**src/rtl/core/psvm_pkg.sv**
```systemverilog
package psvm_pkg;

  localparam int POS_W   = 24;
  localparam int SPD_W   = 16;
  localparam int GAIN_W  = 16;
  localparam int SMP_W   = 16;
  localparam int PROD_W  = 33;
  localparam int CFG_W   = 13;

  localparam logic [2:0] FUNC_TRIGGER  = 3'd0;
  localparam logic [2:0] FUNC_STOP_ALL = 3'd1;
  localparam logic [2:0] FUNC_RENDER   = 3'd2;
  localparam logic [2:0] FUNC_ADVANCE  = 3'd3;
  localparam logic [2:0] FUNC_LOAD     = 3'd4;

  localparam logic [1:0] CFG_FRAME_COUNT = 2'd0;
  localparam logic [1:0] CFG_STEREO      = 2'd1;
  localparam logic [1:0] CFG_BLOCK_LEN   = 2'd2;

  typedef struct packed {
    logic [2:0]         func;
    logic [15:0]        speed;
    logic [15:0]        gain_left;
    logic [15:0]        gain_right;
    logic               retrigger;
    logic               channel;
    logic [12:0]        load_address;
    logic signed [15:0] load_value;
  } in_item_t;

  typedef struct packed {
    logic signed [15:0] mix_sample;
    logic               last;
    logic [3:0]         voices_playing;
    logic               rejected;
  } out_item_t;

  typedef struct packed {
    logic [POS_W-1:0]  pos;
    logic [SPD_W-1:0]  spd;
    logic [GAIN_W-1:0] gain_l;
    logic [GAIN_W-1:0] gain_r;
    logic              stop;
  } voice_t;

  typedef struct packed {
    logic start;
    logic done;
  } div_ctl_t;

endpackage

```
**src/rtl/core/psvm_span.sv**
```systemverilog
module psvm_span
  import psvm_pkg::*;
#(
  parameter int NW = 7,
  parameter int DW = 25
) (
  input  logic             clk,
  input  logic             rst,
  input  div_ctl_t         ctl_in,
  input  logic [DW-1:0]    dividend,
  input  logic [SPD_W-1:0] divisor,
  output logic [NW-1:0]    quo,
  output div_ctl_t         ctl_out
);

  localparam int CW = (NW + SPD_W > DW) ? NW + SPD_W : DW;

  logic             busy;
  logic             done_r;
  logic [NW-1:0]    mask;
  logic [DW-1:0]    d;
  logic [SPD_W-1:0] s;
  logic [NW-1:0]    trial;
  logic [CW-1:0]    trial_prod;

  // one quotient bit a cycle, msb first: keep the bit if trial*divisor fits
  assign trial      = quo | mask;
  assign trial_prod = CW'(trial) * CW'(s);

  always_ff @(posedge clk) begin
    if (rst) begin
      busy   <= 1'b0;
      done_r <= 1'b0;
    end else begin
      done_r <= 1'b0;
      if (ctl_in.start) begin
        busy <= 1'b1;
        mask <= {1'b1, {(NW-1){1'b0}}};
        quo  <= '0;
        d    <= dividend;
        s    <= divisor;
      end else if (busy) begin
        if (trial_prod <= CW'(d)) begin
          quo <= trial;
        end
        mask <= mask >> 1;
        if (mask == NW'(1)) begin
          busy   <= 1'b0;
          done_r <= 1'b1;
        end
      end
    end
  end

  assign ctl_out = '{start: 1'b0, done: done_r};

endmodule

```
**config.mk**
```make
export PLATFORM = sky130hd
export DESIGN_NAME = psvm_span
export DESIGN_NICKNAME = d
export VERILOG_FILES = /design/src/rtl/core/psvm_pkg.sv /design/src/rtl/core/psvm_span.sv
export SDC_FILE = /design/constraint.sdc
export NUM_CORES = 1
export LEC_CHECK = 0
export ABC_AREA = 1
export BUFFER_PORTS_ARGS = -buffer_cell sky130_fd_sc_hd__buf_2
export CORE_UTILIZATION = 40
export CTS_CLUSTER_DIAMETER = 30
export CTS_CLUSTER_SIZE = 8
export DETAILED_ROUTE_END_ITERATION = 6
export GPL_TIMING_DRIVEN = 0
export SETUP_SLACK_MARGIN = 0.1
export SYNTH_ARGS = -nofsm -noshare
export SYNTH_HDL_FRONTEND = slang
export SYNTH_SLANG_ARGS = --single-unit
```
**constraint.sdc**
```tcl
create_clock -name clk -period 5.5 [get_ports clk]
set_clock_uncertainty 0.2 [all_clocks]
set_input_delay 1.375 -clock clk [delete_from_list [all_inputs] [get_ports clk]]
set_output_delay 1.375 -clock clk [all_outputs]
set_load 0.01 [all_outputs]
```
# == After elaboration in Yosys (flattened, before gate mapping) ==
# Index checks and enable logic that the tools add are counted.
# word_totals
in_bits,45
memories,0
ramBits,0
romBits,0
regBits,57
latchBits,0
# classes
n_eq_ne,1
multipliers,1
mux,7
reduce_logical,6
order_cmp,1
n_addsub,0
div,0
bitwise_logic,3
shifts,0
# op_table
cell,count
23-bit by 25-bit <= comparator with 1-bit output,1
7-bit by 16-bit multiplier with 23-bit output,1
7-bit two-way mux,3
7-bit by 1-bit == test with 1-bit output (second input constant),1
7-bit OR,1
1-bit two-way mux,4
2-bit AND reduction,2
2-bit nonzero test,2
3-bit AND reduction,1
3-bit OR reduction,1
1-bit inverter,2

# == Logic depth before layout (Yosys ltp) ==
# depth
word_depth,5
ltp_mapped,29

# == Least setup slack after synthesis ==
# Ideal clock, no wire load.
# synth_path
path_kind,register -> register
start,register quo[6]
end,register quo[0] (enable)
path_slack_ps,-345
arrival_time_ps,5272
period_less_slack_ps,5845
t_required_ps,4927
path_stages_with_launch,27
setup_time_ps,373
path_cell_list,edfxtp_1 > nor2_2 > inv_1 > nand2_1 > fa_1 > fa_1 > inv_1 > fa_1 > inv_1 > fa_1 > inv_1 > ha_1 > a21oi_1 > o21ai_1 > nand2_1 > nand3_2 > nand2_1 > nand2_1 > nand2_1 > nand2_1 > ha_1 > nand2_1 > nor2_1 > nand3_1 > nor2_1 > a21oi_1 > a21oi_1
# synth_between
elab_chain_cells,5
# synth_rtl
element,line,rtl
"start, declared",psvm_span.sv:12,"output logic [NW-1:0] quo,"
"start signal, assigned",psvm_span.sv:44,quo <= trial;
7-bit OR,psvm_span.sv:27,assign trial = quo | mask;
7-bit by 16-bit multiplier with 23-bit output,psvm_span.sv:28,assign trial_prod = CW'(trial) * CW'(s);
23-bit by 25-bit <= comparator with 1-bit output,psvm_span.sv:43,if (trial_prod <= CW'(d)) begin
2-bit nonzero test (no source line),-,
3-bit AND reduction (no source line),-,
# No other way between the ends.
# A chain may end at the register's enable or synchronous reset.

# == Worst setup path after layout ==
# layout_path
start,register mask[6]
end,register quo[5] (enable)
# layout_between
elab_chain_cells,5
# layout_rtl
element,line,rtl
"start, declared",psvm_span.sv:20,logic [NW-1:0] mask;
"start signal, assigned",psvm_span.sv:38,"mask <= {1'b1, {(NW-1){1'b0}}};"
"start signal, assigned",psvm_span.sv:46,mask <= mask >> 1;
7-bit OR,psvm_span.sv:27,
7-bit by 16-bit multiplier with 23-bit output,psvm_span.sv:28,
23-bit by 25-bit <= comparator with 1-bit output,psvm_span.sv:43,
2-bit nonzero test (no source line),-,
3-bit AND reduction (no source line),-,
# No other way between the ends.

==> reports/summary.txt <==
Hold path startpoint -> busy
Max-slew violations -> 0
Nets -> 996
Final worst-path setup slack -> -0.321 ns
Fillers -> 1392
# rows -> 44
Crit-path most repeated cell -> nand2_1
Met1 Resource Use GR -> 24.2%
Syn nets -> 903
Gate Count Post-Synth -> 725
F_max -> 172 MHz
Die H -> 126 µm
Met2 usage in global routing -> 32.3%
Global-route wire length before repair -> 24000 µm
Clk buf depth -> 2
CP Max Fanout -> 7
Number of I/O pins -> 54
CTS Buf Count -> 9
Core Area -> 0.0148 mm²
Failing checks -> setup timing
Vias -> 4947
Top Usage Layer GRT -> met2
Sink Count -> 57
Commonest non-fill, non-tap cell in the layout -> inv_1
Avg Cell Area, Syn -> 8.49 µm²
Hpwl dp -> 11700 µm
Unrepaired setup endpoints after global routing -> yes
Async S/R FF share, synth -> 0%
Drt drc -> 0
Post-synth EDFFs -> 55
CP Class -> reg2reg
Die X -> 126 µm
Area delta synth->final -> 25.3%
Max-cap viol count -> 0
R2r endpoint -> quo[5]
Synth warn -> 0
Post-synthesis sequential area ratio -> 27.5%
CP startpoint kind -> flop
Hold Path Sink -> done_r
Vias in the first global route -> 5121
Worst Tran Pin Value -> 0.698 ns
Total GRT Usage -> 19.6%
Synth cell types -> 36
Status -> finished, violations left
H-tree depth -> 3
Setup-failing EPs final -> 7
IO buf count -> 51
WP data required -> 5.32 ns
Reg-to-reg slack, setup -> -0.32 ns
Initial Util -> 41.7%
Mapped cell area -> 0.00616 mm²
Highest-delay cell along the critical path -> fa_1
Fin crit period -> 5.82 ns
CTS root buf -> clkbuf_16
R2R cell count -> 26
Final Instance Area -> 0.00772 mm²
GR Overflow Total -> 0
Worst-path clk slew -> 0.06 ns
Data arrival, critical path -> 5.64 ns
Fin. Hold Viols -> 0
Largest net degree at the start of global routing -> 25
Die area -> 0.0159 mm²
CP Capture Type -> flop
Worst rel slew slack -> 53.3%
Worst Hold Depth -> 2
Placed cell area -> 0.00678 mm²
Clock latency on the worst-skew pair -> 0.35 ns
TritonCTS clock tree -> done
Antenna cells -> 0
Post-route antenna net violation count -> 0
Post-synthesis register bit count -> 57
Share of cells above drive strength 1 -> 24.4%
Main flop type after synthesis -> edfxtp_1
Initial antenna violation count -> 0
DR pass1 iterations -> 4
Period utilisation layout -> 106%
1st-iter DRT viols -> 296
WL/cell -> 14.5 µm
Total Wirelength -> 14600 µm
Hold Crit Class -> reg2reg
Most frequent cells in the layout -> inv_1 (150), nand2_1 (126), nor2_1 (97)
Hold-fix buffers, CTS -> 0
Vias/cell -> 4.91
Worst reg2reg startpoint -> mask[6]
Placer congestion estimate -> 0.878
Slowest stage delay, CP -> 0.55 ns
Met3 Usage GRT -> 5.10%
Setup_tns -> -2.23 ns
-- sequential cells by signal, summed over array words and instances (netlist names) --
register,flops
mask,7
quo,7
done_r,1
busy,1
s,16
d,25
-- logic make-up (layout without fill, tap and decap cells) --
logic type	Yosys count	count (layout)	synth area share, %
and+or+nand+nor	302	302	20.3
buffers and inverters	171	269	10.5
adders and majority gates	133	133	35.4
DFF	57	57	27.5
AOI/OAI and AO/OA	50	50	4.59
xor gates and xnor gates	11	11	1.56
other	1	1	0.0609
-- worst max-delay path, delay by kind of cell, from the launching register on --
kind	cells	cell delay [ns]
AO/OA/AOI/OAI	3	0.68
adder cells (fa/ha/maj)	6	2.61
buffers and inverters	6	0.42
flip-flops	1	0.42
AND/OR/NAND/NOR	11	1.15
-- per-layer routing --
layer  vias to the layer above  part of all wire (%)  wire length (µm)
met5                         -                     0                 0
met4                         0                   2.8               403
met3                        21                   5.8               838
met2                       100                    49              7150
met1                      2403                    42              6170
li1                       2423                     -                 -
-- cell type report --
cell class	count	area (µm²)	area share, %
plain buffers	9	91.3	1.18
clock buffers	10	229	2.97
clock inverters	6	45.0	0.584
inverters	162	616	7.98
multi-input cells	497	4270	55.3
flip-flops and latches	57	1690	21.9
well taps	184	230	2.98
repair buffers	82	546	7.07
-- cell usage after synthesis (4+ instances only) --
cell | instances | share of area, %
a21oi_1 | 27 | 2.2
edfxtp_1 | 55 | 27
o21ai_0 | 10 | 0.81
fa_1 | 69 | 22
ha_1 | 64 | 13
nor2_1 | 111 | 6.8
xor2_1 | 8 | 1.1
inv_1 | 159 | 9.7
nand2_1 | 142 | 8.7
nand2_2 | 5 | 0.51
nand4_1 | 6 | 0.61
nor2_2 | 4 | 0.41
clkbuf_1 | 7 | 0.43
nand3_1 | 19 | 1.5
-- how the worst max path moves through the flow --
stage	startpoint	to	slack, ns	cells past startpoint
3_5_place_dp	mask[6]	quo[2]	-0.74	24
3_3_place_gp	mask[6]	quo[1]	-0.63	24
2_1_floorplan	quo[5]	quo[0]	0.10	26
5_1_grt	mask[6]	quo[0]	-0.56	29
6_report	mask[6]	quo[5]	-0.32	26
4_1_cts	quo[6]	quo[5]	-0.25	28
-- repair_timing --
| action | in CTS | in global routing |
|---|---|---|
| hold endpoints to repair | 0 | 0 |
| setup endpoints to repair | 7 | 7 |
| buffers inserted | 26 | 3 |
| pin swaps | 84 | 19 |
| gates resized for setup | 89 | 9 |
| cloned | 1 | 0 |
-- per-stage QoR --
| step | hold WS (ns) | setup slack [ns] | instances | utilization, % |
|---|---|---|---|---|
| 6_report | 0.266 | -0.321 | 1007 | 52.3 |
| 5_1_grt | 0.286 | -0.565 | 1007 | 52.3 |
| 4_1_cts | 0.266 | -0.251 | 1004 | 51.9 |
| 3_5_place_dp | 0.258 | -0.745 | 961 | 46.0 |
| 3_3_place_gp | 0.249 | -0.625 | 960 | 45.7 |
| 2_1_floorplan | 0.242 | 0.101 | 725 | - |
Power is not shown: default switching activity piles up to over one toggle a cycle in this logic, so the estimate is an artifact.
