<file path="config.mk">
export PLATFORM = sky130hd
export DESIGN_NAME = psvm_ram
export DESIGN_NICKNAME = d
export VERILOG_FILES = /design/src/rtl/core/psvm_ram.sv
export SDC_FILE = /design/constraint.sdc
export NUM_CORES = 1
export LEC_CHECK = 0
export BUFFER_PORTS_ARGS = -buffer_cell sky130_fd_sc_hd__buf_4
export CAP_MARGIN = 30
export CORE_UTILIZATION = 55
export DETAILED_ROUTE_END_ITERATION = 10
export PLACE_DENSITY = 0.8
export REMOVE_ABC_BUFFERS = 1
export SYNTH_ARGS = -nofsm -noshare
export SYNTH_HDL_FRONTEND = slang
export SYNTH_SLANG_ARGS = --single-unit
</file>
<file path="constraint.sdc">
create_clock -name clk -period 2.3 [get_ports clk]
set_input_delay 0.23 -clock clk [delete_from_list [all_inputs] [get_ports clk]]
set_output_delay 0.23 -clock clk [all_outputs]
set_load 0.05 [all_outputs]
</file>
<file path="src/rtl/core/psvm_ram.sv">
module psvm_ram #(
  parameter int WIDTH = 16,
  parameter int DEPTH = 16
) (
  input  logic                                     clk,
  input  logic                                     we,
  input  logic [(DEPTH > 1 ? $clog2(DEPTH) : 1)-1:0] waddr,
  input  logic [WIDTH-1:0]                         wdata,
  input  logic [(DEPTH > 1 ? $clog2(DEPTH) : 1)-1:0] raddr,
  output logic [WIDTH-1:0]                         rdata
);

  logic [WIDTH-1:0] mem [DEPTH];

  always_ff @(posedge clk) begin
    if (we) begin
      mem[waddr] <= wdata;
    end
    rdata <= mem[raddr];
  end

endmodule

</file>
* After elaboration in Yosys (flattened, before gate mapping) *
Memory sizes are Yosys's and may differ from the RTL's. A register that Yosys moved wholly into a read port is not among the register bits.
Cells that the tools add are included.

operators by class
  multiplexer cells = 2

operators with widths
  operator  number
  $mux W1   2

storage, ports and cells
  register bits after elaboration = 0
  bits in writable memories = 256
  input port bits = 26
  output and inout bits = 16
  word-level logic and storage cells = 3
  memories = 1

memory list
  name  words  bits a word  rd ports  clocked after memory_dff  wr ports  line  source
  mem   16     16           1         1                         1         13    logic [WIDTH-1:0] mem [DEPTH];

* Logic depth before layout (Yosys ltp) *
Gate-level depths: netlist of the first run.

  depth after elaboration = 2
  gate-level depth with buffers = 5
  gate-level depth less buffers = 3

* Least setup slack after synthesis of the first run *
OpenSTA, ideal clock, no wires.

  kind = input to register
  from = input port waddr[2] (netlist name)
  to = memory mem[0][0] (enable)
  setup time = 409 ps
  arrival = 1876 ps
  data required time = 1891 ps
  slack = 15 ps
  cell stages on the path = 2
  buffers on the path = 0
  cell sequence = or3b_2 > nor3_1

RTL lines
  element          line  source
  start, declared  7     input logic [(DEPTH > 1 ? $clog2(DEPTH) : 1)-1:0] waddr,
  end, declared    13

No word-level cell before the write port.

==> results of run 1 <==
==> sequential cells by signal, indices dropped and copies added, names as in the netlist <==
name,cells
rdata,16
mem,256
==> cells by family (layout without fill, tap and decap cells) <==
group / after synthesis / after routing / share of synthesized area
DFF: 272 / 272 / 0.797
muxes: 64 / 64 / 0.147
buffers and inverters: 21 / 127 / 0.0123
AOI/OAI and AO/OA: 32 / 32 / 0.0239
and+or+nand+nor: 43 / 43 / 0.0192
==> cell type report <==
class,instances,area [um2]
Timing Repair Buffer,79,643
Sequential cell,272,8010
Clock inverter,15,170
Clock buffer,33,708
Tap cell,229,287
Multi-Input combinational cell,139,1960
Fill cell,1131,6120
==> per-stage QoR <==
stage | util | area [um2]
detailed placement | 0.606 | 10800
global placement | 0.606 | 10800
floorplan | - | 9920
CTS | 0.658 | 11800
finish | 0.658 | 11800
global route | 0.658 | 11800
==> cell usage in the layout, fill, tap and decap left out <==
cell type        n
buf_12           3
clkinv_1         6
dlygate4sd3_1    5
bufinv_16        4
nand2b_1         2
mux4_2          54
mux4_1          10
a22oi_1         32
clkbuf_16       27
or3b_2           1
nor2_1           1
nand3b_1         2
nor2b_1          2
nand2_1         17
clkbuf_1         5
buf_4           71
nor3_2           4
nor2_2          12
nand3_1          1
edfxtp_1       256
clkinv_2         4
clkinvlp_4       1
dfxtp_1         16
clkbuf_8         1
and2_1           1
==> routing by layer <==
| metal | part of all wire | vias to the layer above | track usage |
|---|---|---|---|
| met5 | 0 | - | 0 |
| met4 | 0.029 | 0 | 0.0873 |
| met3 | 0.083 | 46 | 0.0419 |
| met2 | 0.50 | 255 | 0.374 |
| met1 | 0.39 | 2513 | 0.317 |
| li1 | - | 2012 | - |
==> power by group <==
part,switching [mW],total (mW),internal (mW)
combinational,0.395,0.647,0.251
clock,1.71,4.33,2.62
sequential,0.0384,5.58,5.54
==> what timing repair did <==
action	in CTS	in global routing
hold buffers	5	0
endpoints found under the hold margin	58	0
buffers inserted	0	0
==> worst min-delay path by stage <==
stage,end,slack (ps),cells after the start
global placement,mem[13][4],520,1
floorplan,mem[0][0],330,0
global route,mem[11][15],7,1
detailed placement,mem[13][4],530,1
CTS,mem[8][5],2,1
finish,mem[14][15],10,1
==> reports/metrics.yaml, run 1 <==
run_status:
  status: "finished clean"
sta:
  fmax_ghz: 0.716
  fin_setup_tns_ps: 0
  hold_ws_ps: 13.5
  rsz0062_at_grt: "false"
  period_share: 0.608
  tightestPinTransition_ps: 364
  hold_viol_final: 0
  setup_viol: 0
  setup_ws_ps: 903
  min_period_ps: 1400
  skew_ps: 9.39
  relSlewSlack: 0.757
  slew_violations: 0
power:
  power.total_mw: 10.6
  powerDensity_nw_per_um2: 896
  power_leakage_nw: 3.90
  ir_drop_mv: 0.667
critical_path:
  cp.buffers_inverters: 0
  crit_type: "reg2reg"
  r2r_start: "mem[11][12]"
  startpoint: "mem[11][12]"
  reg2reg_to: "rdata[12]"
  critPathMaxFanout: 1
  cp.required_ps: 2680
  cp_top_family: "multiplexers"
  cpPeakStageDelay_ps: 470
  cp-endpoint: "rdata[12]"
  cp-start-kind: "register"
  slowest_stage: "mux4_2"
  cp_num_cells: 3
  regToRegSetupSlack_ps: 900
  rr_worst_depth: 3
  worstPathCellList: "mux4_2, a22oi_1, nand2_1"
  worstPathArrival_ps: 1780
  end_kind: "register"
clock_tree:
  clkLatencyLatePin_ps: 520
  clock-sinks: 272
  cts_tree: "yes"
  cts.clk_slew.worst_paths_ps: 60
  root_buffer: "clkbuf_16"
  cts_buffers: 26
  clock_path_buffers: 3
  htreeDepth: 1
  cts_resized: 0
yosys:
  synth_cells: 432
  syn-cell-area_um2: 10000
  ys_ff_latch: 272
  async_reset_ff_frac: 0
  synth_top_area_cell: "edfxtp_1"
  seq_area_frac_synth: 0.797
  yosys_warnings: 0
  synth_top_area_frac: 0.765
  synth_cell_types: 19
  synth.area.top_cells: "edfxtp_1, mux4_2, dfxtp_1, mux4_1, a22oi_1"
  synth_top_flop_cell: "edfxtp_1"
  synth-edff-count: 256
  synth_common_cells: "edfxtp_1, mux4_2, a22oi_1"
  synth.most_common_cell: "edfxtp_1"
  synth.avg_cell_area_um2: 23.2
detailed_routing:
  drtIter0Drc: 476
  detail-route-antenna-nets: 0
  drt-total-wl_um: 20400
  vias: 4826
  wl_per_cell_um: 26.7
  drt-pass1-iter-count: 5
  drc: 0
  post_drt_via_cell_ratio: 6.29
floorplan:
  die_w_um: 137
  core-area_um2: 17900
  pin_count: 42
  die-area_um2: 18800
  rows: 49
  die_h_um: 137
  start_util: 0.561
layout:
  layout.nets: 544
  diodes: 0
  area_growth_pct: 17.3
  drive_gt1_frac: 0.338
  final_cells: 767
placed_design:
  place_inst: 714
  portBuffers: 41
  pre_cts_ws_ps: 463
  hpwl_um: 11500
  gp_congestion: 0.760
global_routing:
  grt_pass1_wl_um: 30200
  grt_pass1_vias: 4960
  antenna_found_initial: 0
  grt_start_max_net_pins: 39
  grt_use_total: 0.231
  overflow: 0
min_path:
  min-delay-start: "wdata[15]"
  min_path_type: "in2reg"
job:
  max_cap_violations: 0
Note: power is estimated with default switching activity, not from simulation.
==> run 2, diff against run 1 <==
- ABC_AREA: not set -> 1
- CORE_UTILIZATION: 55 -> 60
- PLACE_DENSITY: 0.8 -> 0.83
- clock period: 2.3 -> 1.4 ns (I/O delays scaled with it)
==> run 2 against run 1 <==
  * Sequential cell count unchanged
  * Clock power up 68%
  * Synthesized area up 13%
  * Wire length rose by 33%
  * Final cell count increased by 85%
==> reports/metrics.yaml, run 2 <==
run_status:
  status: "finished clean"  # unchanged
yosys:
  synth_common_cells: "nand2_1, edfxtp_1, inv_1"  # was edfxtp_1, mux4_2, a22oi_1
  synth_top_flop_cell: "edfxtp_1"  # unchanged
  ys_ff_latch: 272  # unchanged
  synth.area.top_cells: "edfxtp_1, nand2_1, nand3_1, inv_1, dfxtp_1"  # was edfxtp_1, mux4_2, dfxtp_1, mux4_1, a22oi_1
  yosys_warnings: 0  # unchanged
  synth_cell_types: 13  # was 19
  synth_cells: 1074  # was 432
  synth_top_area_cell: "edfxtp_1"  # unchanged
  syn-cell-area_um2: 11400  # was 10000 um2
  synth_top_area_frac: 0.675  # was 0.765
  synthMuxAreaShare: 0  # was 0.147
  synth_compound_area_frac: 0  # was 0.0239
  synth.avg_cell_area_um2: 10.6  # was 23.2 um2
  yosys.area_share.simple: 0.204  # was 0.0192
  synth_top_family_by_area: "simple AND/OR/NAND/NOR gates"  # was multiplexers
  synth-edff-count: 256  # unchanged
  seq_area_frac_synth: 0.704  # was 0.797
  synth.most_common_cell: "nand2_1"  # was edfxtp_1
  synth-adder-area-share: 0  # unchanged
  async_reset_ff_frac: 0  # unchanged
  synthXorXnorAreaFrac: 0  # unchanged
critical_path:
  worstPathCellList: "buf_4"  # was mux4_2, a22oi_1, nand2_1
  regToRegSetupSlack_ps: 380  # was 900 ps
  end_kind: "primary output"  # was register
  cp_top_family: "flip-flops"  # was multiplexers
  r2r_start: "mem[13][1]"  # was mem[11][12]
  cpPeakStageDelay_ps: 350  # was 470 ps
  crit_type: "reg2out"  # was reg2reg
  startpoint: "rdata[5]"  # was mem[11][12]
  cp.required_ps: 1260  # was 2680 ps
  reg2reg_to: "rdata[1]"  # was rdata[12]
  rr_worst_depth: 6  # was 3
  cp.buffers_inverters: 1  # was 0
  critPathMaxFanout: 1  # unchanged
  worstPathArrival_ps: 1100  # was 1780 ps
  slowest_stage: "dfxtp_1"  # was mux4_2
  cp-start-kind: "register"  # unchanged
min_path:
  whs_path_depth: 5  # was 1
  min_to: "rdata[2]"  # was mem[14][15]
  min-delay-start: "raddr[1]"  # was wdata[15]
  min_path_type: "in2reg"  # unchanged
global_routing:
  antenna_found_initial: 0  # unchanged
  grt_pass1_vias: 7726  # was 4960
  grt_use_total: 0.287  # was 0.231
  use_met2: 0.477  # was 0.374
  grtUsageMet3: 0.0465  # was 0.0419
  busiest_layer: "met2"  # unchanged
  overflow: 0  # unchanged
  grt_start_max_net_pins: 74  # was 39
  grt_pass1_wl_um: 42100  # was 30200 um
  met1_usage: 0.375  # was 0.317
clock_tree:
  cts_hold_buffers: 18  # was 5
  clock-sinks: 272  # unchanged
  cts.clk_slew.worst_paths_ps: 60  # about the same
  clock_path_buffers: 3  # unchanged
  htreeDepth: 1  # unchanged
  cts_buffers: 28  # was 26
  root_buffer: "clkbuf_16"  # unchanged
  clkLatencyLatePin_ps: 540  # was 520 ps
  cts_resized: 0  # unchanged
  cts_tree: "yes"  # unchanged
  cts_setup_buffers: 0  # unchanged
detailed_routing:
  detail-route-antenna-nets: 0  # unchanged
  drt-pass1-iter-count: 5  # unchanged
  post_drt_via_cell_ratio: 5.60  # was 6.29
  drtIter0Drc: 834  # was 476
  drc: 0  # unchanged
  drt-total-wl_um: 27200  # was 20400 um
  wl_per_cell_um: 19.2  # was 26.7 um
  vias: 7943  # was 4826
floorplan:
  rows: 50  # was 49
  core-area_um2: 18600  # was 17900 um2
  die-area_um2: 19500  # was 18800 um2
  start_util: 0.610  # was 0.561
  die_h_um: 140  # was 137 um
  pin_count: 42  # unchanged
  die_w_um: 140  # was 137 um
job:
  max_cap_violations: 0  # unchanged
sta:
  slew_violations: 0  # unchanged
  setup_viol: 0  # unchanged
  relSlewSlack: 0.738  # was 0.757
  rsz0062_at_grt: "false"  # unchanged
  period_share: 0.883
  min_period_ps: 1240
  hold_viol_final: 0  # unchanged
  fmax_ghz: 0.809
  skew_ps: 6.66  # was 9.39 ps
  tightestPinTransition_ps: 393  # was 364 ps
layout:
  diodes: 0  # unchanged
  reg_top3: "mem (256), rdata (16)"  # unchanged
  final_common_cell: "nand2_1"  # was edfxtp_1
  final_area_um2: 13400  # was 11800 um2
  area_growth_pct: 17.3  # about the same
  layout.nets: 1189  # was 544
  largest-register: "mem"  # unchanged
  drive_gt1_frac: 0.127  # was 0.338
  n_fill_cell: 1189  # was 1131
  largest_reg_flops: 256  # unchanged
  final_cell_mix: "nand2_1, edfxtp_1, inv_1"  # was edfxtp_1, buf_4, mux4_2
power:
  ir_drop_mv: 1.10  # was 0.667 mV
  powerDensity_nw_per_um2: 1330  # was 896 nW/um2
  power_leakage_nw: 5.80  # was 3.90 nW
  power.total_mw: 17.8  # was 10.6 mW
placed_design:
  placedInstanceArea_um2: 12300  # was 10800 um2
  gp_congestion: 0.818  # was 0.760
  portBuffers: 41  # unchanged
  hpwl_um: 15600  # was 11500 um
run 2: cell count changes in the layout (fill, tap and decap cells not counted), moves of 4 or more:
cell	before	now
nand2_1	17	341
inv_1	0	196
nand3_1	1	193
mux4_2	54	0
a22oi_1	32	0
dlygate4sd3_1	5	18
buf_12	3	13
mux4_1	10	0
buf_4	71	79
nor2_2	12	16
nor3_2	4	0
run 2: layout make-up:
type / instances / area (um2) / area share
Multi-Input combinational cell: 553 / 2360 / 0.177
Timing Repair Buffer: 110 / 1030 / 0.0774
Clock inverter: 16 / 136 / 0.0102
Inverter: 198 / 744 / 0.0558
Tap cell: 234 / 293 / 0.0219
Clock buffer: 36 / 772 / 0.0578
Sequential cell: 272 / 8010 / 0.600
run 2: worst reg2reg max path: stages, from the launching register on:
cell and delay (ps):
edfxtp_1 370, inv_1 80, nand2_1 60, nand3_1 110
nand3_1 100, nand3_1 100, nand2_1 70
run 2: kinds of logic after synthesis:
kind of cell / after synthesis
buf+inv: 249
flops: 272
simple gates: 553
run 2: report_power, final:
part           switching (mW)  leakage [nW]  internal, mW  total [mW]
Combinational           0.957          2.90         0.435        1.39
Clock                    3.01         0.449          4.26        7.27
Sequential             0.0558          2.45          9.10        9.16
run 2: how the worst max path moves through the flow:
stage | cells after the start | slack [ps] | endpoint
6_report | 1 | 160 | rdata[5]
5_1_grt | 1 | 150 | rdata[3]
4_1_cts | 1 | 160 | rdata[4]
3_5_place_dp | 4 | 110 | mem[8][10]
3_3_place_gp | 4 | 120 | mem[8][7]
2_1_floorplan | 6 | -230 | rdata[12]
run 2: per-layer routing:
metal / wire, um / vias up / share of wire
met4: 1170 / 0 / 0.043
li1: - / 3639 / -
met1: 9930 / 3725 / 0.37
met5: 0 / - / 0
met2: 13400 / 485 / 0.49
met3: 2720 / 94 / 0.10
run 2: through the flow:
stage / setup WS [ps] / instances / utilization / setup TNS (ps) / hold slack (ps)
floorplan: -228 / 1023 / - / -9200 / 239
global placement: 115 / 1349 / 0.658 / 0 / 456
detailed placement: 106 / 1349 / 0.658 / 0 / 459
CTS: 158 / 1419 / 0.716 / 0 / 45.9
global route: 147 / 1419 / 0.716 / 0 / 85.1
finish: 163 / 1419 / 0.716 / 0 / 54.1
