`src/rtl/core/psvm_pkg.sv`:
```
package psvm_pkg;

  localparam int POS_W   = 24;
  localparam int SPD_W   = 16;
  localparam int GAIN_W  = 16;
  localparam int SMP_W   = 16;
  localparam int PROD_W  = 33;
  localparam int CFG_W   = 13;

  localparam logic [2:0] FUNC_TRIGGER  = 3'd0;
  localparam logic [2:0] FUNC_STOP_ALL = 3'd1;
  localparam logic [2:0] FUNC_RENDER   = 3'd2;
  localparam logic [2:0] FUNC_ADVANCE  = 3'd3;
  localparam logic [2:0] FUNC_LOAD     = 3'd4;

  localparam logic [1:0] CFG_FRAME_COUNT = 2'd0;
  localparam logic [1:0] CFG_STEREO      = 2'd1;
  localparam logic [1:0] CFG_BLOCK_LEN   = 2'd2;

  typedef struct packed {
    logic [2:0]         func;
    logic [15:0]        speed;
    logic [15:0]        gain_left;
    logic [15:0]        gain_right;
    logic               retrigger;
    logic               channel;
    logic [12:0]        load_address;
    logic signed [15:0] load_value;
  } in_item_t;

  typedef struct packed {
    logic signed [15:0] mix_sample;
    logic               last;
    logic [3:0]         voices_playing;
    logic               rejected;
  } out_item_t;

  typedef struct packed {
    logic [POS_W-1:0]  pos;
    logic [SPD_W-1:0]  spd;
    logic [GAIN_W-1:0] gain_l;
    logic [GAIN_W-1:0] gain_r;
    logic              stop;
  } voice_t;

  typedef struct packed {
    logic start;
    logic done;
  } div_ctl_t;

endpackage

```
`src/rtl/core/psvm_fade_div.sv`:
```
module psvm_fade_div
  import psvm_pkg::*;
#(
  parameter int NUM_W = 41,
  parameter int DEN_W = 7
) (
  input  logic             clk,
  input  logic             rst,
  input  div_ctl_t         ctl_in,
  input  logic [NUM_W-1:0] num,
  input  logic [DEN_W-1:0] den,
  output logic [NUM_W-1:0] quo,
  output div_ctl_t         ctl_out
);

  localparam int STEP  = 8;
  localparam int NSTEP = (NUM_W + STEP - 1) / STEP;
  localparam int PADW  = NSTEP * STEP;
  localparam int CNTW  = $clog2(NSTEP + 1);

  logic [CNTW-1:0]  cnt;
  logic             done_r;
  logic [PADW-1:0]  n_sh;
  logic [PADW-1:0]  q_sh;
  logic [DEN_W-1:0] rem;
  logic [DEN_W-1:0] d;
  logic [PADW-1:0]  n_nx;
  logic [PADW-1:0]  q_nx;
  logic [DEN_W-1:0] r_nx;

  // restoring division, eight quotient bits a cycle
  always_comb begin
    logic [DEN_W:0] r_ext;
    n_nx = n_sh;
    q_nx = q_sh;
    r_nx = rem;
    for (int k = 0; k < STEP; k++) begin
      r_ext = {r_nx, n_nx[PADW-1]};
      n_nx  = n_nx << 1;
      if (r_ext >= {1'b0, d}) begin
        r_ext = r_ext - {1'b0, d};
        q_nx  = {q_nx[PADW-2:0], 1'b1};
      end else begin
        q_nx  = {q_nx[PADW-2:0], 1'b0};
      end
      r_nx = r_ext[DEN_W-1:0];
    end
  end

  always_ff @(posedge clk) begin
    if (rst) begin
      cnt    <= '0;
      done_r <= 1'b0;
    end else begin
      done_r <= 1'b0;
      if (ctl_in.start) begin
        cnt  <= CNTW'(NSTEP);
        n_sh <= PADW'(num);
        q_sh <= '0;
        rem  <= '0;
        d    <= den;
      end else if (cnt != '0) begin
        n_sh <= n_nx;
        q_sh <= q_nx;
        rem  <= r_nx;
        cnt  <= cnt - CNTW'(1);
        if (cnt == CNTW'(1)) begin
          done_r <= 1'b1;
        end
      end
    end
  end

  assign quo     = q_sh[NUM_W-1:0];
  assign ctl_out = '{start: 1'b0, done: done_r};

endmodule

```
`config.mk`:
```
export PLATFORM = sky130hd
export DESIGN_NAME = psvm_fade_div
export DESIGN_NICKNAME = d
export VERILOG_FILES = /design/src/rtl/core/psvm_pkg.sv /design/src/rtl/core/psvm_fade_div.sv
export SDC_FILE = /design/constraint.sdc
export NUM_CORES = 1
export LEC_CHECK = 0
export ABC_AREA = 1
export BUFFER_PORTS_ARGS = -buffer_cell sky130_fd_sc_hd__buf_2
export CELL_PAD_IN_SITES_DETAIL_PLACEMENT = 1
export CELL_PAD_IN_SITES_GLOBAL_PLACEMENT = 1
export CORE_MARGIN = 2
export CORE_UTILIZATION = 40
export CTS_CLUSTER_SIZE = 14
export DETAILED_ROUTE_END_ITERATION = 10
export PLACE_DENSITY_LB_ADDON = 0.1
export REMOVE_ABC_BUFFERS = 1
export SYNTH_ARGS = -nofsm -noshare
export SYNTH_HDL_FRONTEND = slang
export SYNTH_SLANG_ARGS = --single-unit
```
`constraint.sdc`:
```
create_clock -name clk -period 15.3 [get_ports clk]
set_input_delay 3.06 -clock clk [delete_from_list [all_inputs] [get_ports clk]]
set_output_delay 3.06 -clock clk [all_outputs]
set_load 0.02 [all_outputs]
```
# Word-level counts from Yosys, hierarchy flattened
# Cells that the tools add are included.
# op_classes
addsub,9
magnitude_cmp,8
eq_ne,1
muxes,23
bitwise_logic,2
reduce_logical,6
# ops
operator,n
$mux W41,2
$ge A8 B7 Y1,8
$mux W7,9
$sub A7 B7 Y7,8
$mux W48,1
$mux W1,9
$mux W3,2
$reduce_and A2 Y1,2
$eq A3 B1 Y1 const B,1
$reduce_bool A3 Y1,1
$reduce_or A3 Y1,1
$sub A3 B1 Y3 const B,1
$not A1 Y1,2
$reduce_bool A2 Y1,1
$reduce_or A2 Y1,1
# word_totals
ff_bits,107
inputBits,52
elab_cells,57

# Logic depth before layout (Yosys ltp)
# Gate-level depths: netlist of run 1.
# depth
word_depth,17
depth_mapped,96
ltp_nobuf,91

# Least setup slack after synthesis of run 1
# No wires, ideal clock.
# synth_path
path_type,reg-to-reg
startpoint,register d[1]
endpoint,"register rem[3], data pin"
setup_ns,0.253
t_arrival_ns,12.899
required_ns,15.047
setup_slack_ns,2.148
stages_incl_launch_ff,86
path_buffers,6
period_less_slack_ns,13.152
path_cell_list,edfxtp_1 > inv_1 > fa_1 > nand2_1 > nand2_2 > nand2_2 > nand2_2 > nand2_4 > nand2_4 > buf_6 > nand2_1 > nand2_1 > ha_1 > nand2_1 > inv_2 > nand2_1 > nand3_1 > a21oi_1 > (+50 left out) > o21ai_0 > a31oi_1 > o21a_1 > inv_1 > a211oi_1 > nand3_2 > buf_6 > o21a_1 > ha_1 > a21oi_1 > o21ai_0 > a21oi_1 > o21bai_1 > a221oi_1 > nand3_2 > buf_6 > nor2_1 > nor2_1
# synth_between
elab_chain_len,17
word_cells_on_any_way,25
# synth_lines
item,line,text
start: declaration,psvm_fade_div.sv:26,logic [DEN_W-1:0] d;
start signal: assignment,psvm_fade_div.sv:61,d <= den;
$sub A7 B7 Y7 / $ge A8 B7 Y1 (equally long branches),"psvm_fade_div.sv:41, psvm_fade_div.sv:40",
$mux W7,psvm_fade_div.sv:40,"if (r_ext >= {1'b0, d}) begin"
$sub A7 B7 Y7 / $ge A8 B7 Y1 (equally long branches),"psvm_fade_div.sv:41, psvm_fade_div.sv:40",
$mux W7,psvm_fade_div.sv:40,
$sub A7 B7 Y7 / $ge A8 B7 Y1 (equally long branches),"psvm_fade_div.sv:41, psvm_fade_div.sv:40",
$mux W7,psvm_fade_div.sv:40,
$sub A7 B7 Y7 / $ge A8 B7 Y1 (equally long branches),"psvm_fade_div.sv:41, psvm_fade_div.sv:40",
$mux W7,psvm_fade_div.sv:40,
$sub A7 B7 Y7 / $ge A8 B7 Y1 (equally long branches),"psvm_fade_div.sv:41, psvm_fade_div.sv:40",
$mux W7,psvm_fade_div.sv:40,
$sub A7 B7 Y7 / $ge A8 B7 Y1 (equally long branches),"psvm_fade_div.sv:41, psvm_fade_div.sv:40",
$mux W7,psvm_fade_div.sv:40,
$ge A8 B7 Y1 / $sub A7 B7 Y7 (equally long branches),"psvm_fade_div.sv:40, psvm_fade_div.sv:41",
$mux W7,psvm_fade_div.sv:40,
$sub A7 B7 Y7 / $ge A8 B7 Y1 (equally long branches),"psvm_fade_div.sv:41, psvm_fade_div.sv:40",
$mux W7 *,psvm_fade_div.sv:40,
$mux W7 *,psvm_fade_div.sv:62,end else if (cnt != '0) begin
end signal: assignment,psvm_fade_div.sv:65,rem <= r_nx;
end: declaration,psvm_fade_div.sv:25,logic [DEN_W-1:0] rem;
# Every way passes the cells marked *; elsewhere a longest branch is shown, timed or not. The select of a mux whose other input is x is not followed.
# A chain may end at the register's enable or synchronous reset.

# Final worst setup path of run 1
# layout_path
startpoint,register n_sh[47]
endpoint,"register rem[6], data pin"
# layout_between
elab_chain_len,17
word_cells_on_any_way,25
# layout_lines
item,line,text
start: declaration,psvm_fade_div.sv:23,logic [PADW-1:0] n_sh;
start signal: assignment,psvm_fade_div.sv:58,n_sh <= PADW'(num);
start signal: assignment,psvm_fade_div.sv:63,n_sh <= n_nx;
$sub A7 B7 Y7 / $ge A8 B7 Y1 (equally long branches),"psvm_fade_div.sv:41, psvm_fade_div.sv:40",
$mux W7 *,psvm_fade_div.sv:40,
$sub A7 B7 Y7 / $ge A8 B7 Y1 (equally long branches),"psvm_fade_div.sv:41, psvm_fade_div.sv:40",
$mux W7 *,psvm_fade_div.sv:40,
$sub A7 B7 Y7 / $ge A8 B7 Y1 (equally long branches),"psvm_fade_div.sv:41, psvm_fade_div.sv:40",
$mux W7 *,psvm_fade_div.sv:40,
$sub A7 B7 Y7 / $ge A8 B7 Y1 (equally long branches),"psvm_fade_div.sv:41, psvm_fade_div.sv:40",
$mux W7 *,psvm_fade_div.sv:40,
$sub A7 B7 Y7 / $ge A8 B7 Y1 (equally long branches),"psvm_fade_div.sv:41, psvm_fade_div.sv:40",
$mux W7 *,psvm_fade_div.sv:40,
$sub A7 B7 Y7 / $ge A8 B7 Y1 (equally long branches),"psvm_fade_div.sv:41, psvm_fade_div.sv:40",
$mux W7 *,psvm_fade_div.sv:40,
$ge A8 B7 Y1 / $sub A7 B7 Y7 (equally long branches),"psvm_fade_div.sv:40, psvm_fade_div.sv:41",
$mux W7 *,psvm_fade_div.sv:40,
$sub A7 B7 Y7 / $ge A8 B7 Y1 (equally long branches),"psvm_fade_div.sv:41, psvm_fade_div.sv:40",
$mux W7 *,psvm_fade_div.sv:40,
$mux W7 *,psvm_fade_div.sv:62,
# Marks and branches as above.

==> flow_results.org, run 1 <==
** Outcome
- The run finished with clean final reports.

** Finish
- Leaving out filler cells and counting taps, the final layout contains 1,306.
- Final Net Count :: 1,154
- Area overhead of the layout relative to synthesis :: 11.1%
- Fraction of layout instances using a drive strength above 1 :: 17.8%
- The repair_antennas step left the layout with diodes totalling 0.
- The library cell used most frequently in the layout, excluding fill and tap cells, is nand2_1.
- Cells fill 45.4% of the core in the end.
- The top cell types in the final layout, fill and taps aside, are nand2_1, inv_1, edfxtp_1, buf_2, nor2_1.

** Global routing
- Gr usage total :: 18.7%
- The number of antenna violations at the first check in global routing came to 0.
- Total congestion overflow after global routing :: 0
- The first global-routing pass estimated 31.8 mm of wire.
- Entering global routing, the biggest net connects 71 pins.
- The number of global-route vias before repair was 6,463.

** Critical path
- Worst endpoint required time :: 15.40 ns
- Count of cells along the worst register-to-register path :: 86
- The startpoint identified for the worst register-to-register timing path is n_sh[47].
- The endpoint identified for the worst register-to-register timing path is rem[6].
- Among all stages on the critical path, the largest delay is contributed by fa_1.
- Along the worst path, the maximum fanout reaches 13.
- STA classifies the critical path endpoint as a register.
- CP startpoint kind :: register
- Data on the critical path arrives at its endpoint at 13.96 ns.
- Setup slack on the worst flop-to-flop path :: 1.44 ns
- Worst Setup Path Type :: register to register
- Among the stages of the critical path, the cell type that occurs most often is nand2_1.
- Delay contributed by the slowest stage of the critical path :: 0.48 ns

** Clock network
- Num Clock Sinks :: 107
- Bufs on Longest Clock Path :: 2
- Htree depth :: 3
- Buffers inserted to repair hold after CTS numbered 0.
- Clock latency of the later-clocked register in the worst-skew pair :: 0.36 ns
- The tree is rooted in a clkbuf_16.
- TritonCTS built the clock tree.
- Total clock buffers created by CTS :: 9
- CTS clock-pin slew for the worst setup and hold paths :: 0.08 ns

** Yosys
- Ys flop type :: edfxtp_1
- Fraction of synthesized area in multiplexers :: 0%
- Number of instances in the synthesized netlist :: 965
- Cell area after synthesis :: 7950 µm²
- Syn Area/Cell :: 8.24 µm²
- In the post-synthesis netlist, the biggest area contributors are edfxtp_1, nand2_1, ha_1.
- For this run, the register share of the synthesized area comes to 39.9%.
- Warnings, synthesis :: 0
- Proportion of register bits with asynchronous set or reset after synthesis :: 0%
- Cell type with the highest aggregate area in the netlist :: edfxtp_1
- Yosys mapped the design onto 44 distinct sky130hd cell types.
- The top cell type by area accounts for 38.9% of the synthesized area.
- Basic-gate share of the synthesized area counting and, or, nand and nor cells :: 26.2%
- Counting flops with a built-in enable in the synthesized netlist gives 103.
- Post-synthesis compound-gate area fraction :: 5.46%
- Main combinational cell family by area after synthesis :: simple AND/OR/NAND/NOR gates
- Xor/xnor share of the synthesized area :: 3.96%
- Yosys reg bits :: 107
- Share of synthesized cell area in full adder, half adder and majority cells :: 11.1%

** Timing
- Final Max Slew Viols :: 0
- Crit share post-route :: 90.6%
- Worst hold slack :: 0.466 ns
- The clock period could shrink to 13.86 ns.
- The hold violation total from the final report was 0.
- Headroom to the max-slew limit :: 40.0%
- Final clock skew :: 0.0122 ns
- For this run, the top clock speed supported by timing is 0.0722 GHz.
- Number of setup violations in the final report :: 0
- Measured slew at the worst slew-check pin :: 0.900 ns

** Min path
- Along the worst hold path, the cell count comes to 1.
- WHS Endpoint :: done_r
- The min-delay analysis places its worst path in the category register to register.
- Hold path startpoint :: cnt[1]

** Routing
- After detailed routing, the total wire length is 18.9 mm.
- TritonRoute pass-1 iters :: 4
- Once detail routing completed, the nets flagged for antenna violations numbered 0.
- For this run, design rule violations remaining after detail routing come to 0.
- Drt first-iter violations :: 202
- Avg WL per Cell :: 14.5 µm
- Summing over every cut layer, the via total after detailed routing is 6,106.
- Vias per cell :: 4.68

** Floorplanning
- In this run the vertical extent of the chip is 145 µm.
- Area of the placeable core :: 19,500 µm²
- Floorplan die width :: 145 µm
- I/O pin count :: 95
- The floorplan step defined a die boundary enclosing 21,000 µm².
- After floorplanning, the core was divided into 51 placement rows.
- The initial utilization of the core area, before any placement, comes to 40.9%.

** Placement
- GPL Wtd Cong :: 0.825
- Counting tap cells, the placed design contains a total of 1,289 instances.
- Detail Placement HPWL :: 14.2 mm
- # port buffers :: 92

** Job
- The tool flagged a number of max-cap violations equal to 0.
[state kept, by name (all words and copies together), names as in the netlist]
name	cells
d	7
done_r	1
rem	7
cnt	3
q_sh	41
n_sh	48
[worst max path at each step]
stage / from / endpoint / cells after the start
floorplan: d[1] / rem[3] / 79
global placement: n_sh[47] / rem[5] / 83
detailed placement: n_sh[47] / rem[5] / 84
CTS: n_sh[47] / rem[5] / 84
global route: n_sh[47] / rem[6] / 85
finish: n_sh[47] / rem[6] / 86
[synth_stat cells (3+ instances only)]
cell type	count
a21oi_1	30
buf_4	41
buf_6	7
clkbuf_1	13
dfxtp_1	4
edfxtp_1	103
fa_1	8
ha_1	58
inv_1	161
inv_2	3
nand2_1	269
nand2_2	17
nand2_4	4
nand3_1	60
nand3_2	7
nand3_4	6
nand3b_1	5
nand4_1	6
nor2_1	69
nor4_1	4
o21ai_0	12
o21ai_1	8
o21bai_1	6
xnor2_1	8
xor2_1	28
[final cells by class]
type | count | area [µm²]
Multi-Input combinational cell | 632 | 3740
Clock inverter | 6 | 56.3
Sequential cell | 107 | 3170
Tap cell | 265 | 332
Timing Repair Buffer | 122 | 688
Fill cell | 2407 | 10600
Clock buffer | 10 | 229
Inverter | 164 | 616
[worst max-delay path: cells and delay by family, from the launching register on]
family / cells / cell delay, ns
AOI/OAI and AO/OA: 23 / 4.18
and+or+nand+nor: 39 / 4.15
adders and majority gates: 9 / 3.29
buffers and inverters: 15 / 1.57
DFF: 1 / 0.36
[routing by layer]
layer / up-vias / track usage [%] / wire length, µm
met3: 11 / 2.89 / 579
li1: 3181 / - / -
met4: 0 / 4.60 / 192
met5: - / 0 / 0
met1: 2854 / 24.4 / 9130
met2: 60 / 32.5 / 9030
[cells by family (layout without fill, tap and decap cells)]
| kind of cell | Yosys count | count (layout) |
|---|---|---|
| AND/OR/NAND/NOR | 458 | 458 |
| buffers and inverters | 226 | 302 |
| flip-flops | 107 | 107 |
| AO/OA/AOI/OAI | 71 | 71 |
| adder cells (fa/ha/maj) | 66 | 66 |
| XOR/XNOR | 36 | 36 |
| other | 1 | 1 |
[timing repair]
action | 4_1_cts | 5_1_grt
setup buffers | 0 | 1
gates resized for setup | 0 | 2
setup endpoints to repair | 0 | 8
[stage by stage]
step,worst slack (ns),TNS (ns),area [µm²]
after floorplan,2.36,0,7510
after global placement,1.44,0,8530
after detailed placement,1.28,0,8530
after CTS,1.18,0,8820
after global routing,-0.00495,-0.00495,8830
final,1.44,0,8830
Power of run 1 is left out: the tool's default activity adds up to more than one toggle a clock period on the data nets, which glitch-free logic cannot reach.
==> run 2: changes to the inputs <==
--- a/config.mk
+++ b/config.mk
@@ -5,7 +5,6 @@
 export SDC_FILE = /design/constraint.sdc
 export NUM_CORES = 1
 export LEC_CHECK = 0
-export ABC_AREA = 1
 export BUFFER_PORTS_ARGS = -buffer_cell sky130_fd_sc_hd__buf_2
 export CELL_PAD_IN_SITES_DETAIL_PLACEMENT = 1
 export CELL_PAD_IN_SITES_GLOBAL_PLACEMENT = 1
==> run 2 against run 1 <==
Effect of this change:
- fmax fell by 8.2%
- synthesized area is 3.5% lower
- cell count down 9.6%
- final area grew 18%
- first-iteration DRC count shrank 12%
- wire length increased by 16%
- via count rose by 1.8%
- global-route usage is 2.1 points higher
- count of clock-buffer cells in the layout is the same
- synthesized cell count decreased by 28%
- register-to-register slack worse by 1.2 ns
- setup slack worse by 1.2 ns
==> flow_results.org, run 2 <==
** Yosys
- Top-count cell post-synth :: edfxtp_1
- Cell type with the highest aggregate area in the netlist :: edfxtp_1
- Proportion of register bits with asynchronous set or reset after synthesis :: 0%
- Ranking of synthesized cells by area :: edfxtp_1, ha_1, mux2_2
- Number of enable flip-flop cells after synthesis :: 103
- The commonest cells after synthesis are edfxtp_1, ha_1, nor2b_1, inv_1, mux2_2.
- After synthesis, the mean cell area works out to 11.0 µm².
- Yosys reg bits :: 107
- Yosys mapped the design onto 81 distinct sky130hd cell types.
- In this run the cell area of the synthesized design comes to 7670 µm².
- Synthesis produced 696 cells.
- Warnings, synthesis :: 0
- Ys flop type :: edfxtp_1
- Fraction of post-synthesis cell area in the top cell type by area :: 40.3%
- Sequential-to-total area share from yosys stat :: 41.4%

** Timing
- Final clock skew :: 0.0104 ns
- Final total negative setup slack :: 0 ns
- Across all hold checks on the routed design, the worst slack comes to 0.544 ns.
- Setup violations remaining at the end of the flow were counted as 0.
- Headroom to the max-slew limit :: 34.0%
- At the pin with the least slew margin, the transition time is 0.988 ns.
- RSZ-0062 raised after global routing :: true
- Final count of hold timing violations :: 0
- Max Fclk :: 0.0663 GHz
- The max-slew violation count was 0.
- The worst path in the final design needs a cycle of 15.09 ns, including I/O delays and setup.
- Final worst setup slack :: 0.211 ns
- Dividing the final minimum period by the clock period gives 98.6%.

** Clock network
- TritonCTS built the clock tree.
- After clock tree synthesis, the flow added hold-fix buffers numbering 0.
- Htree depth :: 3
- After clock tree synthesis, the clock-pin slew on the worst setup and hold paths is 0.08 ns.
- The number of clock buffers added by TritonCTS is 9.
- The tree is rooted in a clkbuf_16.
- The clock drives 107 sinks.
- Bufs on Longest Clock Path :: 2
- The later pin in the worst-skew pair is clocked with a latency of 0.36 ns.

** Routing
- Dividing the detail-routed wire length by the instance count gives 18.6 µm.
- The highest metal layer carrying signal wires in the routed design is met4.
- Vias per cell :: 5.27
- Sum of met3 wire segment lengths after detailed routing :: 654 µm
- Routed via count :: 6,215
- For this run, design rule violations remaining after detail routing come to 0.
- Drt first-iter violations :: 177
- The routed design has 21.9 mm of wire.
- The first TritonRoute pass finished after 4 iterations.
- In this run the remaining antenna-violating nets after routing total 0.
- Met1 wire length :: 9.23 mm
- Wire segments on met2 add up to 11.5 mm in the final route.

** Floorplanning
- Site Rows :: 50
- After floorplanning, the core was sized to cover 18,800 µm².
- Floorplan die width :: 143 µm
- Die Outline Area :: 20,300 µm²
- DIE HEIGHT :: 143 µm
- Initial Utilization :: 40.9%
- Pin placement for this block handled 95 I/O pins.

** Finish
- Register ranked first by flip-flop count :: n_sh
- Leaving out fill and tap cells, the most frequent cell in the layout is buf_4.
- 0 antenna diodes ended up in the layout.
- In the layout the commonest cells are buf_4, edfxtp_1, buf_2, nor2b_1, ha_1.
- Final Net Count :: 1,059
- Flip-flop count of the largest register after layout :: 48
- Number of fill cells in the layout :: 2,018
- At the end of the flow the core is filled with cells to 55.3%.
- The largest registers in the layout are n_sh (48), q_sh (41).
- Cells with a size suffix above 1 make up 47.7% of the layout.
- Area overhead of the layout relative to synthesis :: 35.3%

** Placement
- Summed over all nets, the half-perimeter wirelength after detailed placement is 15.5 mm.
- GPL Wtd Cong :: 0.821
- Pre-CTS setup slack :: -0.793 ns
- # port buffers :: 92

** Critical path
- The most numerous cell type found on the critical path is a21oi_2.
- Reg-to-reg critical path startpoint :: n_sh[47]
- Measured in cells, the most critical reg-to-reg path has a length of 76.
- Delay contributed by the slowest stage of the critical path :: 0.42 ns
- The worst setup path is captured at a register.
- In this run the critical register-to-register path is captured at rem[3].
- Worst Setup Path Type :: register to register
- The worst setup path is launched from a register.
- The setup check on the worst reg-to-reg path leaves a slack of 0.21 ns.
- STA puts the critical path data required time at 15.38 ns.
- Slowest cell on the critical path :: edfxtp_1
- Start point of the critical path :: n_sh[47]
- Arrival time at the worst endpoint :: 15.17 ns
- In this run the worst path has a maximum fanout of 7.

** Job
- Max Cap Viol :: 0

** Min path
- Worst min-delay path category :: register to register
- For hold timing, the worst endpoint is n_sh[44].
- In this run the most critical hold path is launched from n_sh[36].
- Worst hold path depth :: 1

** Outcome
- Run status :: finished clean

** Global routing
- Summed over all layers, the global routing overflow is 0.
- For this run, the total global-route usage over all layers was measured as 20.7%.
- Vias in the first global route :: 6,689
- Global-route wire length before repair :: 33.0 mm
- Initial antenna violation count :: 0
- Largest net degree at the start of global routing :: 70
run 2: cell count changes after synthesis, moves of 36 or more:
cell / previous run / this run
nand2_1: 269 / 36
inv_1: 161 / 46
nor2b_1: 0 / 55
nand3_1: 60 / 8
mux2_2: 0 / 45
nor2_1: 69 / 33
run 2: worst max-delay path by stage:
stage | to | slack (ns) | depth (start not counted)
6_report | rem[3] | 0.21 | 76
3_3_place_gp | rem[2] | -0.47 | 74
5_1_grt | rem[3] | -0.40 | 75
4_1_cts | rem[3] | 0.005 | 75
2_1_floorplan | rem[1] | -0.77 | 65
3_5_place_dp | rem[2] | -0.79 | 77
run 2: cell families after synthesis:
kind of cell,after synthesis,synth area share (%)
AND/OR/NAND/NOR,199,14.4
AO/OA/AOI/OAI,125,12.5
flip-flops,107,41.4
buffers and inverters,105,7.39
multiplexers,67,9.83
adder cells (fa/ha/maj),66,11.5
XOR/XNOR,26,2.97
other,1,0.0489
run 2: routing by layer:
metal  track usage (%)  vias up
met1              24.9     3085
met2              37.7      115
met3              3.90       42
li1                  -     2973
met5                 0        -
met4              5.99        0
run 2: what timing repair did:
item | CTS | global route
endpoints found under the setup margin | 8 | 8
gates resized for setup | 41 | 71
buffers inserted | 10 | 23
pin swaps | 25 | 57
cloned | 1 | 0
run 2: worst max-delay path: cells and delay by family (launching register included):
family          cells  cell delay [ns]
mux                 8             2.02
flops               1             0.42
simple gates       15             1.85
compound gates     35             6.76
fa+ha+maj           9             2.55
buf+inv             9             1.14
run 2: through the flow:
step	instance area [µm²]	std cells
after global routing	10400	1180
final	10400	1180
after CTS	9870	1158
after global placement	9310	1131
after floorplan	7280	637
after detailed placement	9310	1131
run 2: final cells by class:
cell class | instances | area, µm² | share of cell area [%]
timing repair buffer | 292 | 2000 | 19.3
sequential | 107 | 3170 | 30.6
clock buffer | 10 | 229 | 2.20
clock inverter | 6 | 56.3 | 0.542
multi-input combinational | 485 | 4460 | 42.9
inverter | 46 | 175 | 1.69
tap | 234 | 293 | 2.82
Power of run 2 is left out for the same reason.
==> run 3: changes to the inputs <==
--- a/config.mk
+++ b/config.mk
@@ -8,6 +8,7 @@
 export BUFFER_PORTS_ARGS = -buffer_cell sky130_fd_sc_hd__buf_2
 export CELL_PAD_IN_SITES_DETAIL_PLACEMENT = 1
 export CELL_PAD_IN_SITES_GLOBAL_PLACEMENT = 1
+export CORE_ASPECT_RATIO = 0.5
 export CORE_MARGIN = 2
 export CORE_UTILIZATION = 40
 export CTS_CLUSTER_SIZE = 14
==> run 3 against run 2 <==
Effect of this change:
- critical endpoint is now rem[4]
- global-route usage increased by 1.0 points
- sequential share of layout area about the same
- critical path depth increased by 4
- die area increased by 0.33%
- register-to-register slack got worse by 0.05 ns
- utilization increased by 0.49 points
==> flow_results.org, run 3 (synthesized netlist as in run 2, its figures left out) <==
** Timing
- Minimum period implied by the final worst setup slack :: 15.14 ns
- Setup violations remaining at the end of the flow were counted as 0.
- Headroom to the max-slew limit :: 37.0%
- For this run, the top clock speed supported by timing is 0.0661 GHz.
- Measured slew at the worst slew-check pin :: 0.945 ns
- Setup repair after global routing could not meet its margin everywhere.
- Crit share post-route :: 98.9%
- The clock arrives with 0.0108 ns of skew.
- Final worst setup slack :: 0.162 ns
- Final hold analysis gives a worst-case slack of 0.530 ns.
- Final Max Slew Viols :: 0
- Final count of hold timing violations :: 0

** Placement
- In this run the cell area measured after placement is 9310 µm².
- GPL Wtd Cong :: 0.860
- # port buffers :: 92
- Detail Placement HPWL :: 16.1 mm
- Before CTS, the worst setup slack after placement is -1.02 ns.

** Outcome
- The run finished with clean final reports.

** Finish
- In the final design database the tool counted 1,061 nets.
- Fraction of layout instances using a drive strength above 1 :: 47.7%
- Count of antenna diodes in the layout :: 0
- Registers with the most flip-flops :: n_sh (48), q_sh (41)
- The filler cells instantiated in the layout total 2,044.
- Fin area :: 10,400 µm²
- Flip-flop count of the largest register after layout :: 48
- Most common cell after layout, fill and taps aside :: buf_4
- Register ranked first by flip-flop count :: n_sh
- The area growth from synthesis to layout is 35.4%.
- The library cells used most frequently in the layout, excluding fill and tap cells, are buf_4, edfxtp_1, buf_2, nor2b_1, ha_1.
- The multi-input combinational cells in the finished layout cover a total of 4430 µm².
- Area taken by flip-flops and latches :: 3170 µm²

** Floorplanning
- DIE HEIGHT :: 102 µm
- Site Rows :: 35
- Die Outline Area :: 20,400 µm²
- Floorplan die width :: 200 µm
- I/O pin count :: 95
- Once the floorplan was initialized, standard cells occupied 41.2% of the core.
- In this run the standard cell core region covers 18,600 µm².

** Critical path
- On the worst path, the slowest cell contributes a delay of 0.42 ns.
- In this design, the critical path's most frequently occurring cell is a21oi_2.
- Worst endpoint required time :: 15.48 ns
- Arrival time at the worst endpoint :: 15.32 ns
- Critical Path Sink Type :: register
- The worst register-to-register path has a depth of 80.
- STA classifies the critical path startpoint as a register.
- Worst Setup Path Type :: register to register
- Slowest cell on the critical path :: edfxtp_1
- Along the worst path, the maximum fanout reaches 7.

** Clock network
- CTS clock-pin slew for the worst setup and hold paths :: 0.08 ns
- The H-tree was split into 3 levels.
- Counting the buffers created by CTS gives 9.
- Root buffer selected by CTS :: clkbuf_16
- Bufs on Longest Clock Path :: 2
- Clock latency of the later-clocked register in the worst-skew pair :: 0.35 ns
- The clock net in this run drives a total of 107 sinks.
- TritonCTS clock tree :: built

** Routing
- Avg WL per Cell :: 18.3 µm
- Drt drc :: 0
- Number of nets with antenna violations after routing :: 0
- TritonRoute pass-1 iters :: 4
- Drt first-iter violations :: 291
- The final layout contains routed wiring with a total length of 22.1 mm.
- Routed via count :: 6,133
- Dividing the detail-routed via count by the number of cells gives 5.08.

** Min path
- Along the worst hold path, the cell count comes to 2.
- Worst min-delay path category :: register to register

** Job
- Max Cap Viol :: 0

** Global routing
- Global-route wire length before repair :: 33.9 mm
- Entering global routing, the biggest net connects 80 pins.
- The number of global-route vias before repair is 6,492.
- Gr usage total :: 21.8%
- Total congestion overflow after global routing :: 0
- Initial antenna violation count :: 1
run 3: through the flow:
step | util (%) | setup TNS, ns | instances
CTS | 53.3 | 0 | 1188
finish | 55.8 | 0 | 1207
global placement | 50.0 | -5.20 | 1152
global route | 55.8 | -4.01 | 1207
floorplan | - | -5.82 | 637
detailed placement | 50.0 | -7.65 | 1152
run 3: critical path, delay by kind of cell, from the launching register on:
kind / cells / cell delay [ns]
and+or+nand+nor: 16 / 1.80
muxes: 7 / 1.78
AOI/OAI and AO/OA: 37 / 7.03
adders and majority gates: 9 / 2.48
buffers and inverters: 11 / 1.44
DFF: 1 / 0.42
run 3: routing by layer:
metal / vias up / routed length (µm) / GRT usage [%]
met3: 20 / 791 / 3.60
li1: 2980 / - / -
met1: 3025 / 10500 / 29.0
met4: 2 / 231 / 3.82
met2: 106 / 10600 / 38.1
met5: - / 11 / 0
run 3: what timing repair did:
action	in CTS	in global routing
cloned	1	0
pin swaps	27	57
hold buffers	0	0
setup buffers	19	19
endpoints found under the setup margin	8	8
resized for setup	38	65
run 3: cell type report:
class / instances / share of cell area, %
repair buffers: 294 / 19.2
clock buffers: 9 / 2.17
well taps: 259 / 3.12
flip-flops and latches: 107 / 30.5
clock inverters: 7 / 0.638
inverters: 46 / 1.69
multi-input cells: 485 / 42.7
run 3: worst paths after layout:
path,from,endpoint,slack [ns]
worst max-delay path,n_sh[47],rem[4],0.16
worst min register to register,cnt[1],cnt[1],0.53
worst min-delay path,cnt[1],cnt[1],0.53
worst max register to register,n_sh[47],rem[4],0.16
Power of run 3 is left out for the same reason.
